===== src/hw/rtl/two_class_fifo_oldest_first_defines.svh =====
// Assertion macros shared by the two-class queue RTL.
// Needs no other file; include it by its bare file name.
`ifndef TWO_CLASS_FIFO_OLDEST_FIRST_DEFINES_SVH
`define TWO_CLASS_FIFO_OLDEST_FIRST_DEFINES_SVH

// An implication that must hold at every clock edge outside reset.
`define TFQ_ASSERT_IMPL(label, clk, rst_n, ante, cons, msg) \
	label: assert property (@(posedge clk) disable iff (!rst_n) (ante) |-> (cons)) \
		else $error(msg);

// A condition that must hold in the cycle after the antecedent.
`define TFQ_ASSERT_NEXT(label, clk, rst_n, ante, cons, msg) \
	label: assert property (@(posedge clk) disable iff (!rst_n) (ante) |=> (cons)) \
		else $error(msg);

`endif


===== src/hw/rtl/tfq_pkg.sv =====
// Package for the two-class queue: transaction types, codes and defaults.
// Has no dependencies; used by the queue top level and its RAM.
package tfq_pkg;

	localparam int unsigned QueueDepthDefault  = 16;
	localparam int unsigned PayloadBitsDefault = 16;
	localparam int unsigned SeqBitsDefault     = 16;

	// Command codes.
	localparam logic [1:0] CMD_PUSH    = 2'd0;
	localparam logic [1:0] CMD_POP     = 2'd1;
	localparam logic [1:0] CMD_POP_ANY = 2'd2;

	// Status codes.
	localparam logic [1:0] STS_OK    = 2'd0;
	localparam logic [1:0] STS_EMPTY = 2'd1;
	localparam logic [1:0] STS_FULL  = 2'd2;

	typedef struct packed {
		logic [1:0]  cmd;
		logic        item_class;
		logic [15:0] payload_id;
	} req_t;

	typedef struct packed {
		logic [1:0]  status;
		logic [15:0] out_payload;
		logic        out_class;
	} rsp_t;

endpackage


===== src/hw/rtl/tfq_ram.sv =====
// Generic single-clock RAM with one write port and one registered read port.
// Depends on tfq_pkg only for its default sizes.
module tfq_ram #(
	parameter int unsigned WIDTH = tfq_pkg::PayloadBitsDefault + tfq_pkg::SeqBitsDefault,
	parameter int unsigned DEPTH = tfq_pkg::QueueDepthDefault
) (
	input  logic                     clk,
	input  logic                     wr_en,
	input  logic [$clog2(DEPTH)-1:0] wr_addr,
	input  logic [WIDTH-1:0]         wr_data,
	input  logic                     rd_en,
	input  logic [$clog2(DEPTH)-1:0] rd_addr,
	output logic [WIDTH-1:0]         rd_data
);

	logic [WIDTH-1:0] mem [DEPTH];

	always_ff @(posedge clk) begin
		if (wr_en) begin
			mem[wr_addr] <= wr_data;
		end
		if (rd_en) begin
			rd_data <= mem[rd_addr];
		end
	end

endmodule


===== src/hw/rtl/two_class_fifo_oldest_first.sv =====
// Two-class FIFO with oldest-first dequeue.
// Depends on tfq_pkg, tfq_ram and two_class_fifo_oldest_first_defines.svh.
//
// Usage: the request channel (req_valid, req_stall, req) carries one command per
// transaction: push a payload id into class 0 or class 1, pop the head of a given
// class, or pop whichever head is older. Every request produces exactly one
// response transaction on the response channel (rsp_valid, rsp_stall, rsp) with a
// status (ok, pop from empty, push into full) and, for a successful pop, the
// payload id and its class; other fields are zero.
// For each request, the head entries of both class RAMs are read in
// the cycle the request is accepted, and the registered RAM read puts the
// decision and the pointer update in the execute state that follows. A new request is
// not accepted until the previous one commits, and the response is written to the
// output register when it commits.
// The output register decouples the channels: a new request is accepted while a
// finished response still waits. If the receiver stalls with a response pending,
// the next request holds in its execute cycle until the register frees up.
// Reset clears all pointers, counts and the arrival sequence counter; the RAM
// contents are not cleared, as no entry is read before it has been written.
module two_class_fifo_oldest_first #(
	parameter int unsigned QUEUE_DEPTH  = tfq_pkg::QueueDepthDefault,
	parameter int unsigned PAYLOAD_BITS = tfq_pkg::PayloadBitsDefault,
	parameter int unsigned SEQ_BITS     = tfq_pkg::SeqBitsDefault
) (
	input  logic          clk,
	input  logic          arst_n,
	input  logic          req_valid,
	output logic          req_stall,
	input  tfq_pkg::req_t req,
	output logic          rsp_valid,
	input  logic          rsp_stall,
	output tfq_pkg::rsp_t rsp
);

	import tfq_pkg::*;

	`include "two_class_fifo_oldest_first_defines.svh"

	localparam int unsigned PtrW  = $clog2(QUEUE_DEPTH);
	localparam int unsigned CntW  = $clog2(QUEUE_DEPTH + 1);
	localparam int unsigned EntW  = PAYLOAD_BITS + SEQ_BITS;

	typedef enum logic {
		ST_IDLE,
		ST_EXEC
	} state_t;

	state_t state_q;

	// Request captured at acceptance.
	logic [1:0]              cmd_q;
	logic                    cls_q;
	logic [PAYLOAD_BITS-1:0] pay_q;

	// Queue bookkeeping, one set per class.
	logic [PtrW-1:0]     head0_q, tail0_q, head1_q, tail1_q;
	logic [CntW-1:0]     cnt0_q, cnt1_q;
	logic [SEQ_BITS-1:0] seq_q;

	logic            rsp_valid_q;
	rsp_t            rsp_q;

	logic            accept;
	logic            commit;
	logic [EntW-1:0] rd0, rd1;
	logic [EntW-1:0] wr_ent;
	logic            push0, push1, pop0, pop1;
	rsp_t            res;

	assign req_stall = (state_q != ST_IDLE);
	assign accept    = req_valid && !req_stall;
	// The execute cycle finishes only when the output register can take the result.
	assign commit    = (state_q == ST_EXEC) && (!rsp_valid_q || !rsp_stall);
	assign rsp_valid = rsp_valid_q;
	assign rsp       = rsp_q;

	assign wr_ent = {seq_q, pay_q};

	// Each class RAM is read at its head when a request is accepted and written at
	// its tail when a push commits; the two never fall in the same cycle.
	tfq_ram #(.WIDTH(EntW), .DEPTH(QUEUE_DEPTH)) u_ram0 (
		.clk     (clk),
		.wr_en   (push0),
		.wr_addr (tail0_q),
		.wr_data (wr_ent),
		.rd_en   (accept),
		.rd_addr (head0_q),
		.rd_data (rd0)
	);

	tfq_ram #(.WIDTH(EntW), .DEPTH(QUEUE_DEPTH)) u_ram1 (
		.clk     (clk),
		.wr_en   (push1),
		.wr_addr (tail1_q),
		.wr_data (wr_ent),
		.rd_en   (accept),
		.rd_addr (head1_q),
		.rd_data (rd1)
	);

	// Decision logic for the execute cycle.
	always_comb begin
		logic                empty0, empty1, full0, full1;
		logic [SEQ_BITS-1:0] tag0, tag1, diff;
		logic                older1;
		logic                pick;
		logic                do_pop;
		logic                full_sel, empty_sel;

		empty0  = (cnt0_q == '0);
		empty1  = (cnt1_q == '0);
		full0   = (cnt0_q == CntW'(QUEUE_DEPTH));
		full1   = (cnt1_q == CntW'(QUEUE_DEPTH));
		tag0    = rd0[PAYLOAD_BITS +: SEQ_BITS];
		tag1    = rd1[PAYLOAD_BITS +: SEQ_BITS];
		// Class 1 is strictly older when the wrapped difference is negative.
		diff    = tag1 - tag0;
		older1  = diff[SEQ_BITS-1];
		pick    = cls_q;
		do_pop  = 1'b0;
		full_sel  = cls_q ? full1 : full0;
		empty_sel = 1'b0;
		res     = '0;
		push0   = 1'b0;
		push1   = 1'b0;

		case (cmd_q)
			CMD_PUSH: begin
				if (full_sel) begin
					res.status = STS_FULL;
				end else begin
					push0 = commit && !cls_q;
					push1 = commit && cls_q;
				end
			end
			CMD_POP: begin
				do_pop = 1'b1;
			end
			CMD_POP_ANY: begin
				pick   = !empty1 && (empty0 || older1);
				do_pop = 1'b1;
			end
			default: begin
			end
		endcase

		empty_sel = pick ? empty1 : empty0;
		pop0 = 1'b0;
		pop1 = 1'b0;
		if (do_pop) begin
			if (empty_sel) begin
				res.status = STS_EMPTY;
			end else begin
				res.out_payload = 16'(pick ? rd1[PAYLOAD_BITS-1:0] : rd0[PAYLOAD_BITS-1:0]);
				res.out_class   = pick;
				pop0 = commit && !pick;
				pop1 = commit && pick;
			end
		end
	end

	// Request capture; payload registers need no reset.
	always_ff @(posedge clk) begin
		if (accept) begin
			cmd_q <= req.cmd;
			cls_q <= req.item_class;
			pay_q <= PAYLOAD_BITS'(req.payload_id);
		end
	end

	// Pointers, counts and the arrival sequence counter.
	always_ff @(posedge clk or negedge arst_n) begin
		if (!arst_n) begin
			head0_q <= '0;
			tail0_q <= '0;
			cnt0_q  <= '0;
			head1_q <= '0;
			tail1_q <= '0;
			cnt1_q  <= '0;
			seq_q   <= '0;
		end else begin
			if (push0) begin
				tail0_q <= (tail0_q == PtrW'(QUEUE_DEPTH - 1)) ? '0 : tail0_q + 1'b1;
				cnt0_q  <= cnt0_q + 1'b1;
			end
			if (push1) begin
				tail1_q <= (tail1_q == PtrW'(QUEUE_DEPTH - 1)) ? '0 : tail1_q + 1'b1;
				cnt1_q  <= cnt1_q + 1'b1;
			end
			if (push0 || push1) begin
				seq_q <= seq_q + 1'b1;
			end
			if (pop0) begin
				head0_q <= (head0_q == PtrW'(QUEUE_DEPTH - 1)) ? '0 : head0_q + 1'b1;
				cnt0_q  <= cnt0_q - 1'b1;
			end
			if (pop1) begin
				head1_q <= (head1_q == PtrW'(QUEUE_DEPTH - 1)) ? '0 : head1_q + 1'b1;
				cnt1_q  <= cnt1_q - 1'b1;
			end
		end
	end

	// Sequencer state and the response register.
	always_ff @(posedge clk or negedge arst_n) begin
		if (!arst_n) begin
			state_q     <= ST_IDLE;
			rsp_valid_q <= 1'b0;
			rsp_q       <= '0;
		end else begin
			case (state_q)
				ST_IDLE: begin
					if (accept) begin
						state_q <= ST_EXEC;
					end
				end
				ST_EXEC: begin
					if (commit) begin
						state_q <= ST_IDLE;
					end
				end
				default: begin
					state_q <= ST_IDLE;
				end
			endcase
			if (commit) begin
				rsp_valid_q <= 1'b1;
				rsp_q       <= res;
			end else if (!rsp_stall) begin
				rsp_valid_q <= 1'b0;
			end
		end
	end

	// An empty queue has its head and tail pointers together.
	`TFQ_ASSERT_IMPL(a_empty0_ptrs, clk, arst_n, cnt0_q == '0, head0_q == tail0_q, "class 0 empty with pointers apart")
	`TFQ_ASSERT_IMPL(a_empty1_ptrs, clk, arst_n, cnt1_q == '0, head1_q == tail1_q, "class 1 empty with pointers apart")
	// Counts never pass the queue depth.
	`TFQ_ASSERT_IMPL(a_cnt_range, clk, arst_n, 1'b1, (cnt0_q <= CntW'(QUEUE_DEPTH)) && (cnt1_q <= CntW'(QUEUE_DEPTH)), "queue count beyond depth")
	// A committed request leaves a valid response and frees the sequencer.
	`TFQ_ASSERT_NEXT(a_commit_rsp, clk, arst_n, commit, rsp_valid_q && (state_q == ST_IDLE), "commit without response")
	// The sequence counter moves only together with a push.
	`TFQ_ASSERT_NEXT(a_seq_push, clk, arst_n, !(push0 || push1), $stable(seq_q), "sequence moved without push")

endmodule


===== config.mk =====
export PLATFORM = sky130hd
export DESIGN_NAME = two_class_fifo_oldest_first
export DESIGN_NICKNAME = d
export VERILOG_FILES = /design/src/hw/rtl/tfq_pkg.sv /design/src/hw/rtl/tfq_ram.sv /design/src/hw/rtl/two_class_fifo_oldest_first.sv
export VERILOG_INCLUDE_DIRS = /design/src /design/src/hw/rtl
export SDC_FILE = /design/constraint.sdc
export NUM_CORES = 1
export LEC_CHECK = 0
export BUFFER_PORTS_ARGS = -buffer_cell sky130_fd_sc_hd__clkbuf_2
export CORE_UTILIZATION = 33
export DETAILED_ROUTE_END_ITERATION = 6
export PLACE_DENSITY = 0.54
export SLEW_MARGIN = 5
export SYNTH_ARGS = -nofsm -noshare
export SYNTH_HDL_FRONTEND = slang
export SYNTH_SLANG_ARGS = --single-unit
export TNS_END_PERCENT = 50

===== constraint.sdc =====
create_clock -name clk -period 12.3 [get_ports clk]
set_input_delay 0.615 -clock clk [delete_from_list [all_inputs] [get_ports clk]]
set_output_delay 0.615 -clock clk [all_outputs]
set_load 0.03 [all_outputs]

==> flow_summary.yaml <==
floorplanning:
  dieWidth_um: 370
  start_util_pct: 33.3
  core_area_um2: 134000
  rows: 134
  io_pins: 44
  die_h_um: 370
  die_area_um2: 137000
clocking:
  clk_root_buffer_cell: "clkbuf_16"
  insertion_delay_ps: 720
  cts-buffers-inserted: 114
  cts_setup_buffers: 0
  postCtsHoldBufs: 0
  cts_max_path_buffers: 3
  post_cts_resized: 0
  cts_tree: "built"
  cts.sinks: 1170
  cts_htree_levels: 3
  clk_pin_slew_worst_paths_ps: 60
logic_synthesis:
  synth-edff-count: 1107
  ys_ff_latch: 1170
  yosys_warnings: 0
  synth_top_area_share_pct: 74.5
  synth_top_flop_cell: "edfxtp_1"
  synth_compound_area_share_pct: 0.923
  synth_mux_area_share_pct: 16.8
  netlist_top_cells_area: "edfxtp_1 75%, mux4_2 16%, dfrtp_1 3.5%, ha_1 0.93%, nand2_1 0.50%"
  async_reset_ff_share_pct: 5.38
  avgSynthCellArea_um2: 23.5
  synth_top_cell_by_area: "edfxtp_1"
  syn-cell-area_um2: 44600
  synthCells: 1895
  synth_fp_nets: 1953
  synth_xor_area_share_pct: 0.586
  ys_seq_area_share_pct: 78.0
  synthSimpleGateAreaFrac_pct: 1.61
  synth_cell_type_count: 52
  synth_top_family_by_area: "multiplexers"
  synth-adder-area-share_pct: 1.02
placed_design:
  numPortBuffers: 43
  routabilityCongestion: 0.728
  dpl.hpwl_mm: 53.2
power_and_ir_drop:
  pwr_density_cell_nw_per_um2: 207
  p_leak_nw: 16.3
  peakVddDrop_uv: 124
timing:
  fmax_mhz: 242
  rsz0062_at_grt: "false"
  setup_tns_ps: 0
  drv_slew: 0
  setup_viol: 0
  slew_headroom_pct: 17.1
  post-route-period-util_pct: 33.7
  worst_pin_slew_ps: 1240
  fin_skew_ps: 56.3
  layout_min_cycle_time_ps: 4140
  finalHoldViolations: 0
setup_path:
  r2r_setup_slack_ps: 8160
  worstPathCellList: "buf_4 -> buf_4 -> mux4_2 -> mux4_2"
  cp.arrival_ps: 4590
  critPathCaptureType: "flip-flop"
  crit_fanout: 48
  timing.rr.start: "head0_q[0]"
  cp_num_buf_inv: 2
  critPathRequiredTime_ps: 12750
  slowest_delay_ps: 920
  crit_slowest_cell: "dfrtp_4"
  cp-start-kind: "flip-flop"
  path_class: "flip-flop to flip-flop"
  cp_top_family: "buffers and inverters"
  rr_worst_depth: 4
  rr_endpoint: "u_ram0.rd_data[6]"
drt:
  ant_nets: 0
  detail_route.vias_per_cell: 5.13
  drc_errors: 0
  first_iter_violations: 1985
  vias: 19903
  drt-wirelength-per-cell_um: 26.0
  firstDrtPassIters: 7
  routed_wirelength_mm: 101
cells_and_area:
  post-route-util_pct: 38.0
  area_growth_pct: 14.0
  final_common_cell: "edfxtp_1"
  nets: 2072
  drive_above_1_share_pct: 29.3
  final_cell_mix: "1107 x edfxtp_1, 320 x mux4_2, 115 x clkbuf_16"
global_routing:
  grt_max_degree: 110
  grt_usage_pct: 15.0
  grt-ovfl-total: 0
  grt_pass1_wl_mm: 148
  grt_pass1_vias: 20935
  antenna_found_initial: 0
job:
  drv_cap: 0
min_path:
  hp-class: "primary input to asynchronous set/reset pin"
status:
  outcome: "finished, final reports clean"
## logic make-up after synthesis
logic type,Yosys count
fa+ha+maj,35
simple gates,144
xor+xnor,29
flops,1170
compound gates,61
mux,348
buf+inv,108
## cell usage after synthesis (11+ instances only)
master / n
edfxtp_1: 1107
mux4_2: 320
dfrtp_1: 63
nand2_1: 59
clkbuf_1: 51
ha_1: 33
o21ai_0: 25
inv_1: 23
xnor2_1: 23
nor2_1: 21
buf_2: 20
mux2i_1: 18
and2_1: 15
a21oi_1: 14
buf_1: 11
nand3_1: 11
## how the worst max path moves through the flow
stage                     slack (ps)  cells after the start       start            endpoint
final                           8160                      4  head0_q[0]   u_ram0.rd_data[6]
after global routing            7730                      4  head0_q[0]   u_ram0.rd_data[6]
after CTS                       7970                      4  head0_q[0]   u_ram0.rd_data[6]
after detailed placement        7960                      4  head0_q[0]   u_ram0.rd_data[6]
after global placement          8050                      4  head0_q[0]  u_ram0.rd_data[14]
after floorplan                 7490                      1   req_valid               cls_q
## power by group
group	switching (mW)	leakage, nW	total [mW]	internal (mW)
sequential	0.344	11.1	4.98	4.64
combinational	1.01	3.42	2.09	1.09
clock	1.48	1.78	3.43	1.95
total	2.84	16.3	10.5	7.67
## layer usage
| metal | vias to the layer above | share of wire, % | global-route usage (%) |
|---|---|---|---|
| met5 | - | 0 | 0 |
| li1 | 8241 | - | - |
| met2 | 547 | 47 | 23.0 |
| met1 | 10975 | 46 | 21.9 |
| met3 | 140 | 5.0 | 2.62 |
| met4 | 0 | 2.2 | 3.89 |
## flip-flops by register name, summed over array words and instances (netlist names), 16 cells and up
signal,count
u_ram0.mem,512
u_ram1.mem,512
u_ram0.rd_data,32
u_ram1.rd_data,32
rsp,19
pay_q,16
seq_q,16
## per-stage QoR
step / instance area [um2] / setup slack, ps / std cells / power (mW) / hold WS [ps]
6_report: 50900 / 8160 / 3883 / 10.5 / 37.1
5_1_grt: 50900 / 7730 / 3881 / 10.9 / 33.9
4_1_cts: 50900 / 7970 / 3881 / 10.7 / 16.6
3_5_place_dp: 47200 / 7960 / 3666 / 7.22 / 466
3_3_place_gp: 47200 / 8050 / 3666 / 7.18 / 463
2_1_floorplan: 44600 / 7490 / 1895 / 6.54 / 319
## cell type report
type	count	area (um2)
diodes	2	5.00
clock buffers	148	3030
clock inverters	67	626
fillers	12004	82900
inverters	24	92.6
multi-input cells	617	9500
flip-flops and latches	1170	34800
well taps	1768	2210
repair buffers	87	561
No activity file was read; power rests on OpenSTA's default activity.
